<file path="src/hw/rtl/shcw_pkg.sv">
package shcw_pkg;

  localparam int unsigned PhaseBits   = 16;
  localparam int unsigned SineEntries = 1024;
  localparam int unsigned StepBits    = 32;
  localparam int unsigned OffsetBits  = 16;
  localparam int unsigned WaveBits    = 32;
  localparam int unsigned ColorBits   = 24;
  localparam int unsigned ChanBits    = 8;
  localparam int unsigned Chans       = 3;
  localparam int unsigned FactorBits  = 16;
  localparam int unsigned ProdBits    = FactorBits + ChanBits;
  localparam int unsigned CfgDataBits = 32;
  localparam int unsigned CfgIdxBits  = 2;

  // Long division of {time_step, PhaseBits zeros} by the wave period, one bit per cell.
  localparam int unsigned DivSteps = StepBits + PhaseBits;

  // Sine table split into banks of at most 256 entries.
  localparam int unsigned AddrBits  = $clog2(SineEntries);
  localparam int unsigned BankBits  = (AddrBits < 8) ? AddrBits : 8;
  localparam int unsigned BankDepth = 2 ** BankBits;
  localparam int unsigned Banks     = SineEntries / BankDepth;
  localparam int unsigned SelBits   = (Banks > 1) ? $clog2(Banks) : 1;

  localparam longint PiQ30  = 64'sd3373259426;
  localparam longint OneQ30 = 64'sd1073741824;

  typedef enum logic [CfgIdxBits-1:0] {
    CfgStartColor = 2'd0,
    CfgStopColor  = 2'd1,
    CfgWavePeriod = 2'd2
  } shcw_cfg_e;

  typedef logic [Chans-1:0][ChanBits-1:0] shcw_rgb_t;

  typedef struct packed {
    logic [WaveBits-1:0]   rem;
    logic [StepBits-1:0]   num;
    logic [PhaseBits-1:0]  quo;
    logic [OffsetBits-1:0] offset;
  } shcw_div_t;

  typedef logic [BankDepth-1:0][FactorBits-1:0] shcw_bank_t;

  // Quarter-wave Taylor sine in Q30, terms to x^13.
  function automatic longint quadrant_sine(longint x);
    longint x2;
    longint term;
    longint sum;
    x2   = (x * x) >>> 30;
    term = x;
    sum  = x;
    term = ((term * x2) >>> 30) / 6;
    sum  = sum - term;
    term = ((term * x2) >>> 30) / 20;
    sum  = sum + term;
    term = ((term * x2) >>> 30) / 42;
    sum  = sum - term;
    term = ((term * x2) >>> 30) / 72;
    sum  = sum + term;
    term = ((term * x2) >>> 30) / 110;
    sum  = sum - term;
    term = ((term * x2) >>> 30) / 156;
    sum  = sum + term;
    if (sum < 0) sum = 0;
    if (sum > OneQ30) sum = OneQ30;
    return sum;
  endfunction

  // One bank of (1 + sin) / 2 in unsigned Q0.16, evaluated at elaboration.
  function automatic shcw_bank_t build_bank(int unsigned bank);
    shcw_bank_t rom;
    longint     k;
    longint     x;
    longint     s;
    longint     f;
    longint     q;
    logic       neg;
    for (int unsigned i = 0; i < BankDepth; i++) begin
      k   = longint'(bank) * longint'(BankDepth) + longint'(i);
      x   = (2 * PiQ30 * k) / SineEntries;
      neg = 1'b0;
      if (x > PiQ30) begin
        x   = x - PiQ30;
        neg = 1'b1;
      end
      if (x > PiQ30 / 2) x = PiQ30 - x;
      s = quadrant_sine(x);
      f = neg ? (OneQ30 - s) : (OneQ30 + s);
      q = (f + 16384) >>> 15;
      if (q > 65535) q = 65535;
      rom[i] = q[FactorBits-1:0];
    end
    return rom;
  endfunction

endpackage

</file>
<file path="src/hw/rtl/shcw_blend.sv">
module shcw_blend (
  input  logic                            clk_i,
  input  logic                            rst_ni,
  input  logic                            en_i,
  input  logic                            valid_i,
  input  logic [shcw_pkg::FactorBits-1:0] factor_i,
  input  shcw_pkg::shcw_rgb_t             start_color_i,
  input  shcw_pkg::shcw_rgb_t             stop_color_i,
  output logic                            valid_o,
  output shcw_pkg::shcw_rgb_t             color_o
);
  import shcw_pkg::*;

  logic                valid_q;
  shcw_rgb_t           base_q;
  logic [Chans-1:0]    rise_q;
  logic [ProdBits-1:0] prod_q [Chans];
  logic [ChanBits-1:0] span    [Chans];
  logic [ProdBits:0]   prod_up [Chans];

  // One lane per channel: span, product, then step from the start value.
  always_comb begin
    for (int c = 0; c < Chans; c++) begin
      span[c] = (stop_color_i[c] >= start_color_i[c]) ?
                (stop_color_i[c] - start_color_i[c]) :
                (start_color_i[c] - stop_color_i[c]);
      // Round the magnitude up on a falling channel so the floor heads down.
      prod_up[c] = {1'b0, prod_q[c]} + (ProdBits + 1)'((2 ** FactorBits) - 1);
      if (rise_q[c]) begin
        color_o[c] = base_q[c] + prod_q[c][FactorBits +: ChanBits];
      end else begin
        color_o[c] = base_q[c] - prod_up[c][FactorBits +: ChanBits];
      end
    end
  end

  always_ff @(posedge clk_i) begin
    if (en_i) begin
      base_q <= start_color_i;
      for (int c = 0; c < Chans; c++) begin
        rise_q[c] <= (stop_color_i[c] >= start_color_i[c]);
        prod_q[c] <= ProdBits'(factor_i) * ProdBits'(span[c]);
      end
    end
  end

  always_ff @(posedge clk_i or negedge rst_ni) begin
    if (!rst_ni) begin
      valid_q <= 1'b0;
    end else if (en_i) begin
      valid_q <= valid_i;
    end
  end

  assign valid_o = valid_q;

endmodule

</file>
<file path="config.mk">
export PLATFORM = sky130hd
export DESIGN_NAME = shcw_blend
export DESIGN_NICKNAME = d
export VERILOG_FILES = /design/src/hw/rtl/shcw_pkg.sv /design/src/hw/rtl/shcw_blend.sv
export SDC_FILE = /design/constraint.sdc
export NUM_CORES = 1
export LEC_CHECK = 0
export ABC_AREA = 1
export BUFFER_PORTS_ARGS = -buffer_cell sky130_fd_sc_hd__clkbuf_2
export CORE_MARGIN = 5
export CORE_UTILIZATION = 65
export DETAILED_ROUTE_END_ITERATION = 6
export PLACE_DENSITY_LB_ADDON = 0.15
export SYNTH_ARGS = -nofsm -noshare
export SYNTH_HDL_FRONTEND = slang
export SYNTH_SLANG_ARGS = --single-unit
</file>
<file path="constraint.sdc">
create_clock -name clk_i -period 3.78 [get_ports clk_i]
set_input_delay 0.378 -clock clk_i [delete_from_list [all_inputs] [get_ports clk_i]]
set_output_delay 0.378 -clock clk_i [all_outputs]
set_load 0.03 [all_outputs]
</file>
==> results.cfg, run 1 <==
[synthesis]
ys_seq_area_share_pct = 15.97
ys_warn_count = 0
synth-async-reset-ratio_pct = 1.000
synth_area_leaders = fa_1, edfxtp_1, ha_1
synth_commonest_cells = inv_1, nor2_1, nand2_1, fa_1, ha_1
yosysMostFrequentCell = inv_1
synth-seq-cells = 100
dominantRegCellSynth = edfxtp_1
netlist_instances = 2336
synth_top_area_share_pct = 27.84
yosys.area.top_type = fa_1
synth-edff-count = 99
avgSynthCellArea_um2 = 8.035
post_synth_num_cell_types = 52
syn_nets = 2866
syn_area_um2 = 18770

[timing]
crit_endpoint = prod_q[0][23]$_DFFE_PP_/D
worstEndpointType = register data pin

[floorplanning]
die-height_um = 179.9
die_x_um = 179.9
initial_utilization_pct = 65.57
row_count = 62
io_pins = 93

[clocking]
clock-sinks = 100
cts_inserted_buffers = 9
ctsLongestPathBuffers = 2
cts-htree-levels = 3
cts-root-buf = clkbuf_16

[place]
place_hpwl_um = 43420
numPortBuffers = 92
gp_congestion = 0.9721
dp_cells = 3135

[grt]
overflow = 1959
grt_use_total_pct = 93.21
grt_max_degree = 86

[status]
status = stopped before the end
stop_stage = global routing (5_1_grt)
firstError = [ERROR GRT-0232] Routing congestion too high. Check the congestion heatmap in the GUI.
==> cells by family after synthesis <==
family | count (synthesis) | share of synthesized area [%]
xor gates and xnor gates | 113 | 5.273
adders and majority gates | 462 | 41.23
buffers and inverters | 551 | 11.44
DFF | 100 | 15.97
and+or+nand+nor | 858 | 18.38
AOI/OAI and AO/OA | 251 | 7.639
muxes | 1 | 0.05999
==> routing by layer <==
layer	GRT usage, %	overflow
met4	106.4	474
met1	84.78	19
met2	118.1	1450
met5	29.63	1
met3	72.51	15
==> through the flow <==
stage | hold slack, ns | area (um2) | setup WS, ns | setup TNS [ns] | util, %
after floorplan | 0.08241 | 20040 | -1.463 | -60.55 | -
after global placement | 0.1522 | 23760 | -2.048 | -96.87 | 83.01
after detailed placement | 0.1536 | 23760 | -2.119 | -103.67 | 83.01
after CTS | 0.1771 | 25870 | -1.605 | -75.08 | 90.39
==> timing repair <==
| item | 4_1_cts |
|---|---|
| hold buffers | 1 |
| gates cloned | 4 |
| endpoints found under the hold margin | 1 |
| endpoints found under the setup margin | 69 |
| resized for setup | 290 |
| buffers inserted | 78 |
| pin swaps | 170 |
==> inputs of run 2 (changes only) <==
--- a/config.mk
+++ b/config.mk
@@ -8,7 +8,7 @@
 export ABC_AREA = 1
 export BUFFER_PORTS_ARGS = -buffer_cell sky130_fd_sc_hd__clkbuf_2
 export CORE_MARGIN = 5
-export CORE_UTILIZATION = 65
+export CORE_UTILIZATION = 40
 export DETAILED_ROUTE_END_ITERATION = 6
 export PLACE_DENSITY_LB_ADDON = 0.15
 export SYNTH_ARGS = -nofsm -noshare
==> run 2 against run 1 <==
Against the previous run: area after synthesis did not move; the flow now finishes, with violations (setup timing); synthesized cell count stayed put.
==> results.cfg, run 2 <==
[timing]
tightest_slew_ns = 0.8128
fin_tns_setup_ns = -73.29
setup_viol = 62
maxSlewViolCount = 0
period_needed_ns = 5.314
finalHoldViolCount = 0
finClkSkew_ns = 0
slew_headroom_pct = 45.82
fmax_mhz = 188.2
rsz0062_at_grt = yes
post-route-period-util_pct = 140.6
layout_setup_ws_ns = -1.534

[critical_path]
reg2regPathDepth = 1
cp-start-kind = input port
r2r_slack_ns = 3.03
critPathKind = input port to flop
r2r-start = valid_o
critPathLaunch = stop_color_i[8]
r2r_end = valid_o
cp_data_required_time_ns = 3.92
cp_max_fo = 5
worstPathArrival_ns = 5.45
worstSetupEndpointType = flop
crit_end = prod_q[0][44]

[place]
dp_cells = 3374
place_hpwl_um = 43290
numPortBuffers = 92
placed_area_um2 = 24200
gp_congestion = 0.8994

[clocking]
insertion_delay_ns = 0.38
tritoncts = built
clock-sinks = 100
cts.clk_slew.worst_paths_ns = 0.06
cts_inserted_buffers = 9
cts-root-buf = clkbuf_16
ctsLongestPathBuffers = 2
cts-htree-levels = 3

[detailed_routing]
detail-route-antenna-nets = 0
drt-total-wl_um = 56980
vias = 17313
drt_first_pass_iters = 5
wl_per_cell_um = 16.16
drt_iter0_drc = 771
vias_per_cell = 4.910
route.detailed.drc = 0

[floorplanning]
initial_utilization_pct = 40.40
row_count = 79
dieArea_um2 = 51360
die_x_um = 226.6
die-height_um = 226.6
io_pins = 93
core_area_um2 = 46460

[synthesis]
avgSynthCellArea_um2 = 8.035
netlist_instances = 2336
yosysMostFrequentCell = inv_1
post_synth_num_cell_types = 52
synth_commonest_cells = inv_1, nor2_1, nand2_1, fa_1, ha_1
synth-edff-count = 99
synth_top_area_share_pct = 27.84
synth-async-reset-ratio_pct = 1.000
syn_nets = 2866
ys_seq_area_share_pct = 15.97
syn_area_um2 = 18770
ys_warn_count = 0
dominantRegCellSynth = edfxtp_1
yosys.area.top_type = fa_1
synth-seq-cells = 100
synth_area_leaders = fa_1, edfxtp_1, ha_1

[final_layout]
regMostFlops = prod_q
drive_gt1_share_pct = 44.40
antennaDiodeCount = 0
post-route-cell-area_um2 = 28530
final_cell_mix = buf_4, inv_1, nor2_1, fa_1, nand2_1
largest_register_ff_count = 72
layout.area.seq_um2 = 2998
multi_input_area_um2 = 17150
utilization_pct = 61.42
final_common_cell = buf_4
final_nets = 3444
final_cells = 3526
top_regs = prod_q (72), base_q (24), rise_q (3)
area_delta_synth_final_pct = 52.02
fill_cells = 3945

[grt]
grt_use_total_pct = 22.26
grt_pass1_wl_um = 91720
antenna_found_initial = 0
overflow = 0
grt_max_degree = 59
grt_pass1_vias = 18175

[status]
status = complete, but fails checks
violations = setup timing

[flow_run]
cap_violations = 0

[worst_hold_path]
holdCritPathClass = input port to flop
==> run 2: cell counts after synthesis <==
No cell type changed its count.
==> run 2: critical path, cell delays in order <==
cell and delay [ns]:
clkbuf_16 0.14, inv_12 0.04, ha_4 0.13, inv_2 0.04, fa_2 0.38, buf_6 0.14
nand3_2 0.06, o211ai_1 0.10, xor2_1 0.23, nand2_4 0.10, nand2_8 0.13, buf_12 0.15
nor2_4 0.04, fa_1 0.48, fa_1 0.53, fa_1 0.49, inv_1 0.05, fa_1 0.49
inv_2 0.05, ha_4 0.31, nand2_4 0.08, o21ai_4 0.17, a21oi_2 0.06, o21ai_2 0.17
nand2_2 0.11, o21bai_4 0.18, a21oi_2 0.07, xor2_1 0.14
==> run 2: layer usage <==
metal / GRT usage (%) / wire, um / vias to the layer above
met2: 37.32 / 27970 / 380
met3: 2.965 / 2360 / 95
met4: 5.511 / 1248 / 0
met5: 0 / 0 / -
met1: 30.71 / 25390 / 8462
li1: - / - / 8376
==> run 2: timing repair <==
action	4_1_cts	5_1_grt
hold buffers	1	0
endpoints found under the hold margin	1	0
cloned	8	3
pin swaps	158	210
setup endpoints to repair	68	73
resized for setup	351	392
setup buffers	87	61
==> run 2: worst min path at each step <==
stage,cells past startpoint,slack (ns),start,endpoint
3_5_place_dp,1,0.16,rst_ni,valid_o
6_report,2,0.23,valid_i,valid_o
4_1_cts,2,0.21,valid_i,valid_o
3_3_place_gp,1,0.15,rst_ni,valid_o
5_1_grt,1,0.23,start_color_i[0],base_q[0]
2_1_floorplan,0,0.08,rst_ni,valid_o
==> run 2: logic make-up after synthesis <==
logic type	synth area share, %
xor+xnor	5.273
buf+inv	11.44
flops	15.97
compound gates	7.639
fa+ha+maj	41.23
simple gates	18.38
mux	0.05999
==> run 2: through the flow <==
step	hold WS, ns	worst slack (ns)
floorplan	0.08241	-1.463
detailed placement	0.1609	-2.142
global route	0.2253	-1.805
CTS	0.2132	-1.472
global placement	0.1537	-2.086
finish	0.2329	-1.534
==> run 2: cell type report <==
type                            count  share of cell area (%)
Inverter                          484                   6.604
Multi-Input combinational cell   1692                   60.11
Sequential cell                   100                   10.51
Clock buffer                       15                  0.9383
Tap cell                          607                   2.662
Clock inverter                      1                 0.03069
Timing Repair Buffer              627                   19.15
Power of run 2 is not shown: default switching activity piles up to over one toggle a cycle in this logic, so the estimate is an artifact.
