[src/hw/rtl/shcw_pkg.sv]
package shcw_pkg;

  localparam int unsigned PhaseBits   = 16;
  localparam int unsigned SineEntries = 1024;
  localparam int unsigned StepBits    = 32;
  localparam int unsigned OffsetBits  = 16;
  localparam int unsigned WaveBits    = 32;
  localparam int unsigned ColorBits   = 24;
  localparam int unsigned ChanBits    = 8;
  localparam int unsigned Chans       = 3;
  localparam int unsigned FactorBits  = 16;
  localparam int unsigned ProdBits    = FactorBits + ChanBits;
  localparam int unsigned CfgDataBits = 32;
  localparam int unsigned CfgIdxBits  = 2;

  // Long division of {time_step, PhaseBits zeros} by the wave period, one bit per cell.
  localparam int unsigned DivSteps = StepBits + PhaseBits;

  // Sine table split into banks of at most 256 entries.
  localparam int unsigned AddrBits  = $clog2(SineEntries);
  localparam int unsigned BankBits  = (AddrBits < 8) ? AddrBits : 8;
  localparam int unsigned BankDepth = 2 ** BankBits;
  localparam int unsigned Banks     = SineEntries / BankDepth;
  localparam int unsigned SelBits   = (Banks > 1) ? $clog2(Banks) : 1;

  localparam longint PiQ30  = 64'sd3373259426;
  localparam longint OneQ30 = 64'sd1073741824;

  typedef enum logic [CfgIdxBits-1:0] {
    CfgStartColor = 2'd0,
    CfgStopColor  = 2'd1,
    CfgWavePeriod = 2'd2
  } shcw_cfg_e;

  typedef logic [Chans-1:0][ChanBits-1:0] shcw_rgb_t;

  typedef struct packed {
    logic [WaveBits-1:0]   rem;
    logic [StepBits-1:0]   num;
    logic [PhaseBits-1:0]  quo;
    logic [OffsetBits-1:0] offset;
  } shcw_div_t;

  typedef logic [BankDepth-1:0][FactorBits-1:0] shcw_bank_t;

  // Quarter-wave Taylor sine in Q30, terms to x^13.
  function automatic longint quadrant_sine(longint x);
    longint x2;
    longint term;
    longint sum;
    x2   = (x * x) >>> 30;
    term = x;
    sum  = x;
    term = ((term * x2) >>> 30) / 6;
    sum  = sum - term;
    term = ((term * x2) >>> 30) / 20;
    sum  = sum + term;
    term = ((term * x2) >>> 30) / 42;
    sum  = sum - term;
    term = ((term * x2) >>> 30) / 72;
    sum  = sum + term;
    term = ((term * x2) >>> 30) / 110;
    sum  = sum - term;
    term = ((term * x2) >>> 30) / 156;
    sum  = sum + term;
    if (sum < 0) sum = 0;
    if (sum > OneQ30) sum = OneQ30;
    return sum;
  endfunction

  // One bank of (1 + sin) / 2 in unsigned Q0.16, evaluated at elaboration.
  function automatic shcw_bank_t build_bank(int unsigned bank);
    shcw_bank_t rom;
    longint     k;
    longint     x;
    longint     s;
    longint     f;
    longint     q;
    logic       neg;
    for (int unsigned i = 0; i < BankDepth; i++) begin
      k   = longint'(bank) * longint'(BankDepth) + longint'(i);
      x   = (2 * PiQ30 * k) / SineEntries;
      neg = 1'b0;
      if (x > PiQ30) begin
        x   = x - PiQ30;
        neg = 1'b1;
      end
      if (x > PiQ30 / 2) x = PiQ30 - x;
      s = quadrant_sine(x);
      f = neg ? (OneQ30 - s) : (OneQ30 + s);
      q = (f + 16384) >>> 15;
      if (q > 65535) q = 65535;
      rom[i] = q[FactorBits-1:0];
    end
    return rom;
  endfunction

endpackage

[src/hw/rtl/shcw_div_cell.sv]
module shcw_div_cell (
  input  logic                       clk_i,
  input  logic                       rst_ni,
  input  logic                       en_i,
  input  logic [shcw_pkg::WaveBits-1:0] wave_period_i,
  input  logic                       valid_i,
  input  shcw_pkg::shcw_div_t        data_i,
  output logic                       valid_o,
  output shcw_pkg::shcw_div_t        data_o
);
  import shcw_pkg::*;

  logic              valid_q;
  shcw_div_t         data_q;
  shcw_div_t         data_d;
  logic [WaveBits:0] trial;
  logic [WaveBits:0] diff;
  logic              ge;

  // Bring down the next numerator bit and try one subtract.
  always_comb begin
    trial         = {data_i.rem, data_i.num[StepBits-1]};
    diff          = trial - {1'b0, wave_period_i};
    ge            = (trial >= {1'b0, wave_period_i});
    data_d        = data_i;
    data_d.rem    = ge ? diff[WaveBits-1:0] : trial[WaveBits-1:0];
    data_d.num    = {data_i.num[StepBits-2:0], 1'b0};
    data_d.quo    = {data_i.quo[PhaseBits-2:0], ge};
  end

  always_ff @(posedge clk_i or negedge rst_ni) begin
    if (!rst_ni) begin
      valid_q <= 1'b0;
    end else if (en_i) begin
      valid_q <= valid_i;
    end
  end

  always_ff @(posedge clk_i) begin
    if (en_i) begin
      data_q <= data_d;
    end
  end

  assign valid_o = valid_q;
  assign data_o  = data_q;

endmodule

[config.mk]
export PLATFORM = sky130hd
export DESIGN_NAME = shcw_div_cell
export DESIGN_NICKNAME = d
export VERILOG_FILES = /design/src/hw/rtl/shcw_pkg.sv /design/src/hw/rtl/shcw_div_cell.sv
export SDC_FILE = /design/constraint.sdc
export NUM_CORES = 1
export LEC_CHECK = 0
export BUFFER_PORTS_ARGS = -buffer_cell sky130_fd_sc_hd__buf_2
export CAP_MARGIN = 25
export CORE_ASPECT_RATIO = 0.75
export CORE_MARGIN = 1.5
export CORE_UTILIZATION = 40
export CTS_CLUSTER_DIAMETER = 120
export DETAILED_ROUTE_END_ITERATION = 6
export GPL_TIMING_DRIVEN = 0
export PLACE_DENSITY = 0.68
export SLEW_MARGIN = 20
export SYNTH_ARGS = -nofsm -noshare
export SYNTH_HDL_FRONTEND = slang
export SYNTH_SLANG_ARGS = --single-unit
[constraint.sdc]
create_clock -name clk_i -period 2.3 [get_ports clk_i]
set_clock_uncertainty 0.05 [all_clocks]
set_input_delay 0 -clock clk_i [delete_from_list [all_inputs] [get_ports clk_i]]
set_output_delay 0 -clock clk_i [all_outputs]
set_load 0.01 [all_outputs]
==> flow_summary.json, run 1 <==
{
  "ys_ff_latch": 96,
  "edff_count_synth": 95,
  "postSynth.asyncResetShare_pct": 1.04,
  "overflow": 0,
  "critical-path-max-stage-delay_ps": 520,
  "final_setup_violations": 32,
  "groute.usage.overall_pct": 23.7,
  "timing.critical_path.arrival_ps": 2560,
  "combined_area_of_the_multi_input_logic_cells_um2": 2350,
  "power.internal_mw": 3.81,
  "ant_nets": 0,
  "final_critical_path_setup_slack_ps": -219,
  "worst_setup_path_end_kind": "flip-flop",
  "fin_total_pwr_mw": 5.32,
  "criticalPathCategory": "primary input to flip-flop",
  "dr.pass1.iters": 5,
  "place_inst": 837,
  "drive_gt1_share_pct": 43.0,
  "power.clock.fraction_pct": 29.1,
  "area.growth.synth_to_final_pct": 66.6,
  "antenna-diode-count": 0,
  "initial_core_util_pct": 41.4,
  "clock-sinks": 96,
  "tritoncts.num_buffers": 9,
  "power.switching_mw": 1.52,
  "p_leak_nw": 3.79,
  "fin_crit_ps": 2520,
  "peak_clock_frequency_supported_by_timing_mhz": 397,
  "timing.hold.worst.class": "primary input to flip-flop",
  "wire_length_of_the_first_global_routing_pass_um": 24800,
  "post_synth_instance_area_um2": 5110,
  "placeableCoreArea_um2": 12300,
  "ir_worst_vdd_v": 0.000437,
  "timing_worst_slew_pin_value_ps": 592,
  "relSlewSlack_pct": 60.3,
  "synth_nets": 609,
  "fillerInstances": 937,
  "ctsRootBufferMaster": "sky130_fd_sc_hd__clkbuf_16",
  "swShare_pct": 28.5,
  "grt_antenna_before_repair": 1,
  "synth-main-ff-cell": "sky130_fd_sc_hd__edfxtp_1",
  "vias": 4998,
  "path_max_fanout": 6,
  "ctsHtreeMaxLevel": 3,
  "critPathRequiredTime_ps": 2340,
  "portBuffers": 226,
  "clk-insertion-delay-late_ps": 330,
  "post_detailed_routing_wire_length_um": 17000,
  "dr.first_iter.drc_count": 294,
  "crit_family": "compound AO/OA/AOI/OAI gates",
  "syn_inst": 444,
  "finalMaxSlewViolations": 0,
  "timing.critical_path.from_type": "primary input",
  "hold_viol_final": 0,
  "hold-worst-slack_ps": 12.4,
  "vias_per_cell": 5.12,
  "power.share.sequential_pct": 41.3,
  "die_h_um": 101,
  "max_cap_violations": 0,
  "seqCellArea_um2": 2880,
  "yosys.cell_types.count": 50,
  "largest_net_degree_at_the_start_of_global_routing": 61,
  "fp-row-count": 35,
  "dieWidth_um": 134,
  "route.detailed.wl_per_inst_um": 17.4,
  "finalCritPeriodShare_pct": 110,
  "route.detailed.drc": 0,
  "sequential_share_of_the_synthesized_area_pct": 56.3,
  "crit_chain": "buf_2 > inv_1 > ha_4 > buf_8 > nand2_2 > or4_4 > a21oi_4 > nor3_4 > a211oi_2 > o21ai_4 > o31ai_4 > buf_6 > buf_8 > mux2_4",
  "die_area_um2": 13500,
  "post-dp-hpwl_um": 10700,
  "power_per_cell_area_nw_per_um2": 625,
  "critical_path_buf_inv_count": 5,
  "pin_count": 229,
  "clkTransAtPathRegs_ps": 70,
  "top_library_cells_by_usage_in_the_layout_fill_and_taps_aside": "215 x sky130_fd_sc_hd__buf_2, 95 x sky130_fd_sc_hd__edfxtp_1, 93 x sky130_fd_sc_hd__dlygate4sd3_1",
  "design.final.nets": 970,
  "ys_warn_count": 0,
  "setup_total_negative_slack_ps": -4640,
  "post_synthesis_mean_instance_area_um2": 11.5,
  "instances_no_fill": 976,
  "combPwrFrac_pct": 29.5,
  "tritoncts": "yes",
  "crit_path_frequent_cell": "sky130_fd_sc_hd__buf_8",
  "via_count_of_the_first_global_routing_pass": 4818,
  "final_common_cell": "sky130_fd_sc_hd__buf_2",
  "rsz0062_at_grt": "yes",
  "layout.core_utilization_pct": 68.9,
  "status": "complete, but fails checks",
  "failed_checks": "negative setup slack",
  "slowest_stage": "sky130_fd_sc_hd__or4_4",
  "clock_path_buffers": 2,
  "gp_congestion": 0.890
}
==> final timing paths <==
path | start | endpoint | slack, ps | cells after the start
setup / recovery | wave_period_i[10] | data_o[71] | -220 | 14
hold reg to reg | valid_o | valid_o | 470 | 1
min in group asynchronous | rst_ni | valid_o | 460 | 3
setup reg to reg | valid_o | valid_o | 1500 | 1
hold / removal | data_i[80] | data_o[81] | 10 | 3
max in group asynchronous | rst_ni | valid_o | 1630 | 3
==> layer usage <==
| layer | GRT usage (%) | share of wire (%) | up-vias |
|---|---|---|---|
| met5 | 0 | 0.077 | - |
| met4 | 4.18 | 0.77 | 2 |
| met3 | 5.23 | 6.6 | 14 |
| met2 | 42.8 | 51 | 246 |
| met1 | 29.5 | 42 | 2386 |
| li1 | - | - | 2350 |
==> metrics by stage <==
step | area [um2] | setup WS, ps
after floorplan | 5280 | -408
after global placement | 6610 | -1060
after detailed placement | 6640 | -1090
after CTS | 8170 | -260
after global routing | 8510 | -326
final | 8510 | -219
==> area by class of cell <==
cell class	instances	share of cell area, %
sequential	96	33.8
clock inverter	7	0.999
timing repair buffer	358	29.3
tap	166	2.44
multi-input combinational	291	27.6
inverter	38	1.79
buffer	11	1.35
clock buffer	9	2.65
==> registers in the layout, indices dropped and copies added (netlist names) <==
signal / count
data_o: 95
valid_o: 1
==> kinds of logic (layout without fill, tap and decap cells) <==
| logic type | count (synthesis) | in the layout | synth area share, % |
|---|---|---|---|
| fa+ha+maj | 33 | 33 | 8.23 |
| compound gates | 119 | 119 | 14.3 |
| other cells | 1 | 1 | 0.0734 |
| xor+xnor | 27 | 27 | 4.63 |
| flops | 96 | 96 | 56.3 |
| simple gates | 99 | 99 | 9.11 |
| buf+inv | 57 | 423 | 4.70 |
| mux | 12 | 12 | 2.62 |
==> synth_stat cells (all sizes together), types with 2 or more instances <==
| cell | instances | area share, % |
|---|---|---|
| o21bai | 3 | 0.44 |
| xor2 | 12 | 2.1 |
| o22ai | 2 | 0.24 |
| ha | 32 | 7.8 |
| mux2 | 11 | 2.4 |
| o211ai | 4 | 0.59 |
| inv | 38 | 2.8 |
| nand2 | 26 | 1.9 |
| nor2 | 35 | 2.6 |
| nor4 | 4 | 0.49 |
| and2 | 2 | 0.24 |
| nand4 | 8 | 0.98 |
| or4 | 2 | 0.29 |
| a21o | 12 | 1.8 |
| o21ai | 18 | 1.8 |
| o21a | 6 | 0.88 |
| o31ai | 2 | 0.56 |
| and4 | 2 | 0.34 |
| a2bb2oi | 2 | 0.34 |
| a211oi | 4 | 0.69 |
| a31oi | 5 | 0.61 |
| nand3 | 8 | 0.78 |
| a21oi | 56 | 5.5 |
| buf | 12 | 1.4 |
| nor3 | 2 | 0.20 |
| edfxtp | 95 | 56 |
| nor2b | 3 | 0.37 |
| nand2b | 3 | 0.37 |
| clkbuf | 7 | 0.54 |
| xnor2 | 15 | 2.6 |
==> timing repair <==
action / 4_1_cts / 5_1_grt
hold buffers: 93 / 0
pin swaps: 12 / 20
setup buffers: 13 / 24
resized for setup: 45 / 44
hold endpoints to repair: 92 / 0
setup endpoints to repair: 33 / 33
cloned: 1 / 1
==> power groups by stage <==
stage,logic (mW),clock network [mW],registers (mW)
global placement,1.16,0,2.23
CTS,1.42,1.59,2.20
floorplan,0.600,0,2.34
global route,1.69,1.65,2.22
finish,1.57,1.55,2.20
detailed placement,1.18,0,2.23
(Power assumes the default switching activity.)
==> run 2: changes to the inputs <==
- CORE_UTILIZATION: 40 -> 51
- PLACE_DENSITY: 0.68 -> 0.84
- SLEW_MARGIN: 20 -> 15
==> flow_summary.json, run 2 (synthesis results as in run 1) <==
{
  "grt_antenna_before_repair": 3,
  "layout.core_utilization_pct": 85.3,
  "die_area_um2": 10600,
  "dpl_worst_slack_ps": -1070,
  "placeableCoreArea_um2": 9700,
  "gp_congestion": 0.883,
  "timing.critical_path.arrival_ps": 2550,
  "top_library_cells_by_usage_in_the_layout_fill_and_taps_aside": "216 x sky130_fd_sc_hd__buf_2, 95 x sky130_fd_sc_hd__edfxtp_1, 94 x sky130_fd_sc_hd__dlygate4sd3_1",
  "clkTransAtPathRegs_ps": 70,
  "pin_count": 229,
  "fin_crit_ps": 2510,
  "timing_worst_slew_pin_value_ps": 569,
  "dieWidth_um": 119,
  "portBuffers": 226,
  "vias": 5238,
  "ir_worst_vdd_v": 0.000433,
  "tritoncts": "yes",
  "max_cap_violations": 0,
  "clk-insertion-delay-late_ps": 340,
  "tritoncts.num_buffers": 9,
  "final_critical_path_setup_slack_ps": -209,
  "area.growth.synth_to_final_pct": 61.9,
  "seqCellArea_um2": 2880,
  "timing.critical_path.from_type": "primary input",
  "largest_reg_flops": 95,
  "path_max_fanout": 7,
  "fillerInstances": 507,
  "criticalPathCategory": "primary input to flip-flop",
  "route.detailed.wl_per_inst_um": 20.8,
  "initial_core_util_pct": 52.7,
  "dr.pass1.iters": 5,
  "ctsHtreeMaxLevel": 3,
  "rsz0062_at_grt": "yes",
  "hold_viol_final": 0,
  "dr.first_iter.drc_count": 410,
  "crit_chain": "buf_2 > inv_1 > ha_1 > clkbuf_1 > nand2_1 > nor2_1 > nand4_1 > nor4_2 > nor4_1 > o21a_1 > o31ai_4 > buf_6 > mux2_4",
  "ctsRootBufferMaster": "sky130_fd_sc_hd__clkbuf_16",
  "post_detailed_routing_wire_length_um": 19400,
  "relSlewSlack_pct": 62.1,
  "status": "complete, but fails checks",
  "die_h_um": 89.7,
  "slowest_stage": "sky130_fd_sc_hd__nor4_2",
  "final_setup_violations": 33,
  "fp-row-count": 31,
  "wire_length_of_the_first_global_routing_pass_um": 28200,
  "p_leak_nw": 3.71,
  "via_count_of_the_first_global_routing_pass": 5061,
  "largest_net_degree_at_the_start_of_global_routing": 57,
  "finalCritPeriodShare_pct": 109,
  "power_per_cell_area_nw_per_um2": 652,
  "groute.usage.overall_pct": 35.3,
  "critical-path-max-stage-delay_ps": 360,
  "place_inst": 803,
  "overflow": 0,
  "drive_gt1_share_pct": 41.1,
  "finalMaxSlewViolations": 0,
  "design.final.nets": 960,
  "vias_per_cell": 5.61,
  "combined_area_of_the_multi_input_logic_cells_um2": 2280,
  "clock-sinks": 96,
  "dpl_cell_area_um2": 6600,
  "setup_total_negative_slack_ps": -4130,
  "instances_no_fill": 933,
  "post-dp-hpwl_um": 11000,
  "final_common_cell": "sky130_fd_sc_hd__buf_2",
  "clock_path_buffers": 2,
  "failed_checks": "negative setup slack",
  "timing.hold.worst.class": "primary input to flip-flop",
  "critPathRequiredTime_ps": 2340,
  "peak_clock_frequency_supported_by_timing_mhz": 399,
  "worst_setup_path_end_kind": "flip-flop",
  "finalInstanceArea_um2": 8280,
  "route.detailed.drc": 0,
  "ant_nets": 0
}
run 2: changes by cell type in the layout (fill, tap and decap cells not counted), moves of 4 or more:
| cell | change |
|---|---|
| sky130_fd_sc_hd__inv_1 | +4 |
| sky130_fd_sc_hd__inv_2 | -5 |
| sky130_fd_sc_hd__buf_4 | -6 |
| sky130_fd_sc_hd__ha_4 | -4 |
| sky130_fd_sc_hd__buf_6 | -4 |
run 2: cell type report:
class,count,area share [%]
clock buffer,9,2.72
timing repair buffer,347,28.4
multi-input combinational,291,27.6
antenna,1,0.0302
buffer,12,1.53
clock inverter,7,1.06
inverter,38,1.87
sequential,96,34.8
tap,132,2.00
run 2: worst paths after layout:
path                         endpoint              start  cells past startpoint  slack, ps
setup / recovery           data_o[71]  wave_period_i[26]                     13       -210
hold / removal             data_o[93]         data_i[92]                      3          6
setup reg to reg              valid_o            valid_o                      1       1460
hold reg to reg               valid_o            valid_o                      1        510
max in group asynchronous     valid_o             rst_ni                      3       1630
min in group asynchronous     valid_o             rst_ni                      3        460
run 2: worst max-delay path: cells and delay by family:
family / cells / cell delay [ps]
simple gates: 5 / 1080
compound gates: 2 / 250
mux: 1 / 320
fa+ha+maj: 1 / 260
buf+inv: 4 / 650
run 2: stage by stage:
step / total power, mW / hold WS, ps
after floorplan: 2.94 / -346
after global placement: 3.38 / -276
after detailed placement: 3.42 / -267
after CTS: 5.21 / 4.18
after global routing: 5.56 / 8.91
final: 5.39 / 6.32
run 2: repair_timing:
action / CTS / global route
pin swaps: 19 / 13
resized for setup: 42 / 26
buffers inserted: 23 / 2
hold endpoints to repair: 90 / 3
cloned: 1 / 0
endpoints found under the setup margin: 33 / 33
hold buffers: 91 / 3
run 2: report_power, final:
| part | total (mW) | leakage (nW) | switching (mW) | internal [mW] |
|---|---|---|---|---|
| Clock | 1.63 | 0.151 | 0.763 | 0.869 |
| Combinational | 1.54 | 2.62 | 0.802 | 0.740 |
| Sequential | 2.22 | 0.942 | 0.0644 | 2.15 |
run 2: layer usage:
layer  track usage [%]  vias up  part of all wire [%]
met4              11.7        4                   3.2
li1                  -     2335                     -
met5                 0        -                  0.11
met3              9.03       61                   9.8
met1              41.7     2466                    38
met2              64.4      372                    49
==> run 3: changes to the inputs <==
==> constraint.sdc (replaced) <==
create_clock -name clk_i -period 2.3 [get_ports clk_i]
set_clock_uncertainty 0.05 [all_clocks]
set_input_delay 0.575 -clock clk_i [delete_from_list [all_inputs] [get_ports clk_i]]
set_output_delay 0.575 -clock clk_i [all_outputs]
set_load 0.01 [all_outputs]
==> flow_summary.json, run 3 (synthesis results as in run 1) <==
{
  "status": "complete, but fails checks",
  "failed_checks": "negative setup slack",
  "critPathRequiredTime_ps": 2340,
  "hold_viol_final": 0,
  "post-dp-hpwl_um": 11000,
  "vias_per_cell": 5.42,
  "layout.core_utilization_pct": 78.3,
  "finalCritPeriodShare_pct": 131,
  "fin_crit_ps": 3000,
  "timing.hold.worst.class": "primary input to flip-flop",
  "rsz0062_at_grt": "yes",
  "path_max_fanout": 6,
  "tritoncts": "yes",
  "crit_chain": "buf_2 > ha_2 > nand4_1 > or4_4 > a21oi_2 > nor3_2 > a211oi_2 > o21ai_2 > o31ai_4 > buf_6 > buf_6 > mux2_4",
  "largest_reg_flops": 95,
  "peak_clock_frequency_supported_by_timing_mhz": 333,
  "clkTransAtPathRegs_ps": 70,
  "dieWidth_um": 119,
  "overflow": 0,
  "gp_congestion": 0.883,
  "design.final.nets": 876,
  "final_setup_violations": 33,
  "clock_path_buffers": 2,
  "groute.usage.overall_pct": 27.2,
  "timing.critical_path.arrival_ps": 3040,
  "timing.critical_path.from_type": "primary input",
  "max_cap_violations": 0,
  "crit_path_frequent_cell": "sky130_fd_sc_hd__buf_6",
  "clk-insertion-delay-late_ps": 330,
  "die_area_um2": 10600,
  "placeableCoreArea_um2": 9700,
  "pin_count": 229,
  "relSlewSlack_pct": 61.9,
  "ctsRootBufferMaster": "sky130_fd_sc_hd__clkbuf_16",
  "tritoncts.num_buffers": 9,
  "area.growth.synth_to_final_pct": 48.7,
  "grt_antenna_before_repair": 1,
  "wire_length_of_the_first_global_routing_pass_um": 22100,
  "timing_worst_slew_pin_value_ps": 572,
  "ir_worst_vdd_v": 0.000424,
  "dr.pass1.iters": 5,
  "ant_nets": 0,
  "route.detailed.drc": 0,
  "route.detailed.wl_per_inst_um": 18.4,
  "slowest_stage": "sky130_fd_sc_hd__or4_4",
  "p_leak_nw": 3.43,
  "portBuffers": 226,
  "via_count_of_the_first_global_routing_pass": 4317,
  "criticalPathCategory": "primary input to flip-flop",
  "fp-row-count": 31,
  "power_per_cell_area_nw_per_um2": 686,
  "drive_gt1_share_pct": 50.0,
  "vias": 4600,
  "final_critical_path_setup_slack_ps": -704,
  "post_detailed_routing_wire_length_um": 15600,
  "seqCellArea_um2": 2880,
  "finalInstanceArea_um2": 7600,
  "largest_net_degree_at_the_start_of_global_routing": 57,
  "die_h_um": 89.7,
  "fin_total_pwr_mw": 5.21,
  "antenna-diode-count": 0,
  "final_common_cell": "sky130_fd_sc_hd__buf_2",
  "finalMaxSlewViolations": 0,
  "fillerInstances": 630,
  "dpl_cell_area_um2": 6600,
  "initial_core_util_pct": 52.7,
  "top_library_cells_by_usage_in_the_layout_fill_and_taps_aside": "215 x sky130_fd_sc_hd__buf_2, 95 x sky130_fd_sc_hd__edfxtp_1, 41 x sky130_fd_sc_hd__a21oi_1",
  "critical-path-max-stage-delay_ps": 430,
  "dr.first_iter.drc_count": 323,
  "ctsHtreeMaxLevel": 3,
  "clock-sinks": 96,
  "worst_setup_path_end_kind": "flip-flop",
  "setup_total_negative_slack_ps": -19750,
  "combined_area_of_the_multi_input_logic_cells_um2": 2400
}
[run 3: cell count changes in the layout (fill, tap and decap cells not counted), moves of 4 or more]
cell,change
sky130_fd_sc_hd__a21oi_1,-8
sky130_fd_sc_hd__a21oi_2,+8
sky130_fd_sc_hd__buf_4,+5
sky130_fd_sc_hd__dlygate4sd3_1,-93
sky130_fd_sc_hd__inv_2,+4
[run 3: routing by layer]
metal	up-vias	track usage [%]	wire (um)
met5	-	0	12
met4	2	8.65	325
met3	36	6.31	1210
met2	276	50.2	7900
met1	2128	32.5	6160
li1	2158	-	-
[run 3: stage by stage]
step / hold slack [ps] / instances / setup slack, ps
after global routing: 344 / 848 / -771
after global placement: 299 / 802 / -1600
after CTS: 350 / 841 / -761
after floorplan: 229 / 444 / -983
after detailed placement: 308 / 803 / -1650
final: 361 / 848 / -704
[run 3: final timing paths]
check                      startpoint          to  slack, ps  cells past startpoint
max                        data_i[77]  data_o[71]       -700                     12
min                        data_i[33]  data_o[34]        360                      1
max reg2reg                   valid_o     valid_o       1490                      1
min reg2reg                   valid_o     valid_o        490                      1
max in group asynchronous      rst_ni     valid_o       1600                      2
min in group asynchronous      rst_ni     valid_o        510                      2
[run 3: worst max-delay path, delay by kind of cell]
| family | cells | cell delay, ps |
|---|---|---|
| fa+ha+maj | 1 | 390 |
| simple gates | 3 | 620 |
| compound gates | 4 | 720 |
| buf+inv | 3 | 410 |
| mux | 1 | 320 |
[run 3: area by class of cell]
type,instances,area share [%]
clock buffers,9,2.96
multi-input cells,291,31.6
well taps,132,2.17
inverters,38,2.01
repair buffers,265,20.6
flip-flops and latches,96,37.9
plain buffers,10,1.61
clock inverters,7,1.15
[run 3: timing repair]
item	CTS	global route
hold buffers	1	0
endpoints found under the hold margin	1	0
buffers inserted	23	11
endpoints found under the setup margin	33	33
gates resized for setup	42	58
cloned	1	2
pin swaps	19	12
[run 3: power breakdown]
| part | internal [mW] | leakage (nW) | switching [mW] |
|---|---|---|---|
| Combinational | 0.694 | 2.34 | 0.770 |
| Sequential | 2.15 | 0.942 | 0.0449 |
| Clock | 0.866 | 0.151 | 0.682 |
| Total | 3.71 | 3.43 | 1.50 |
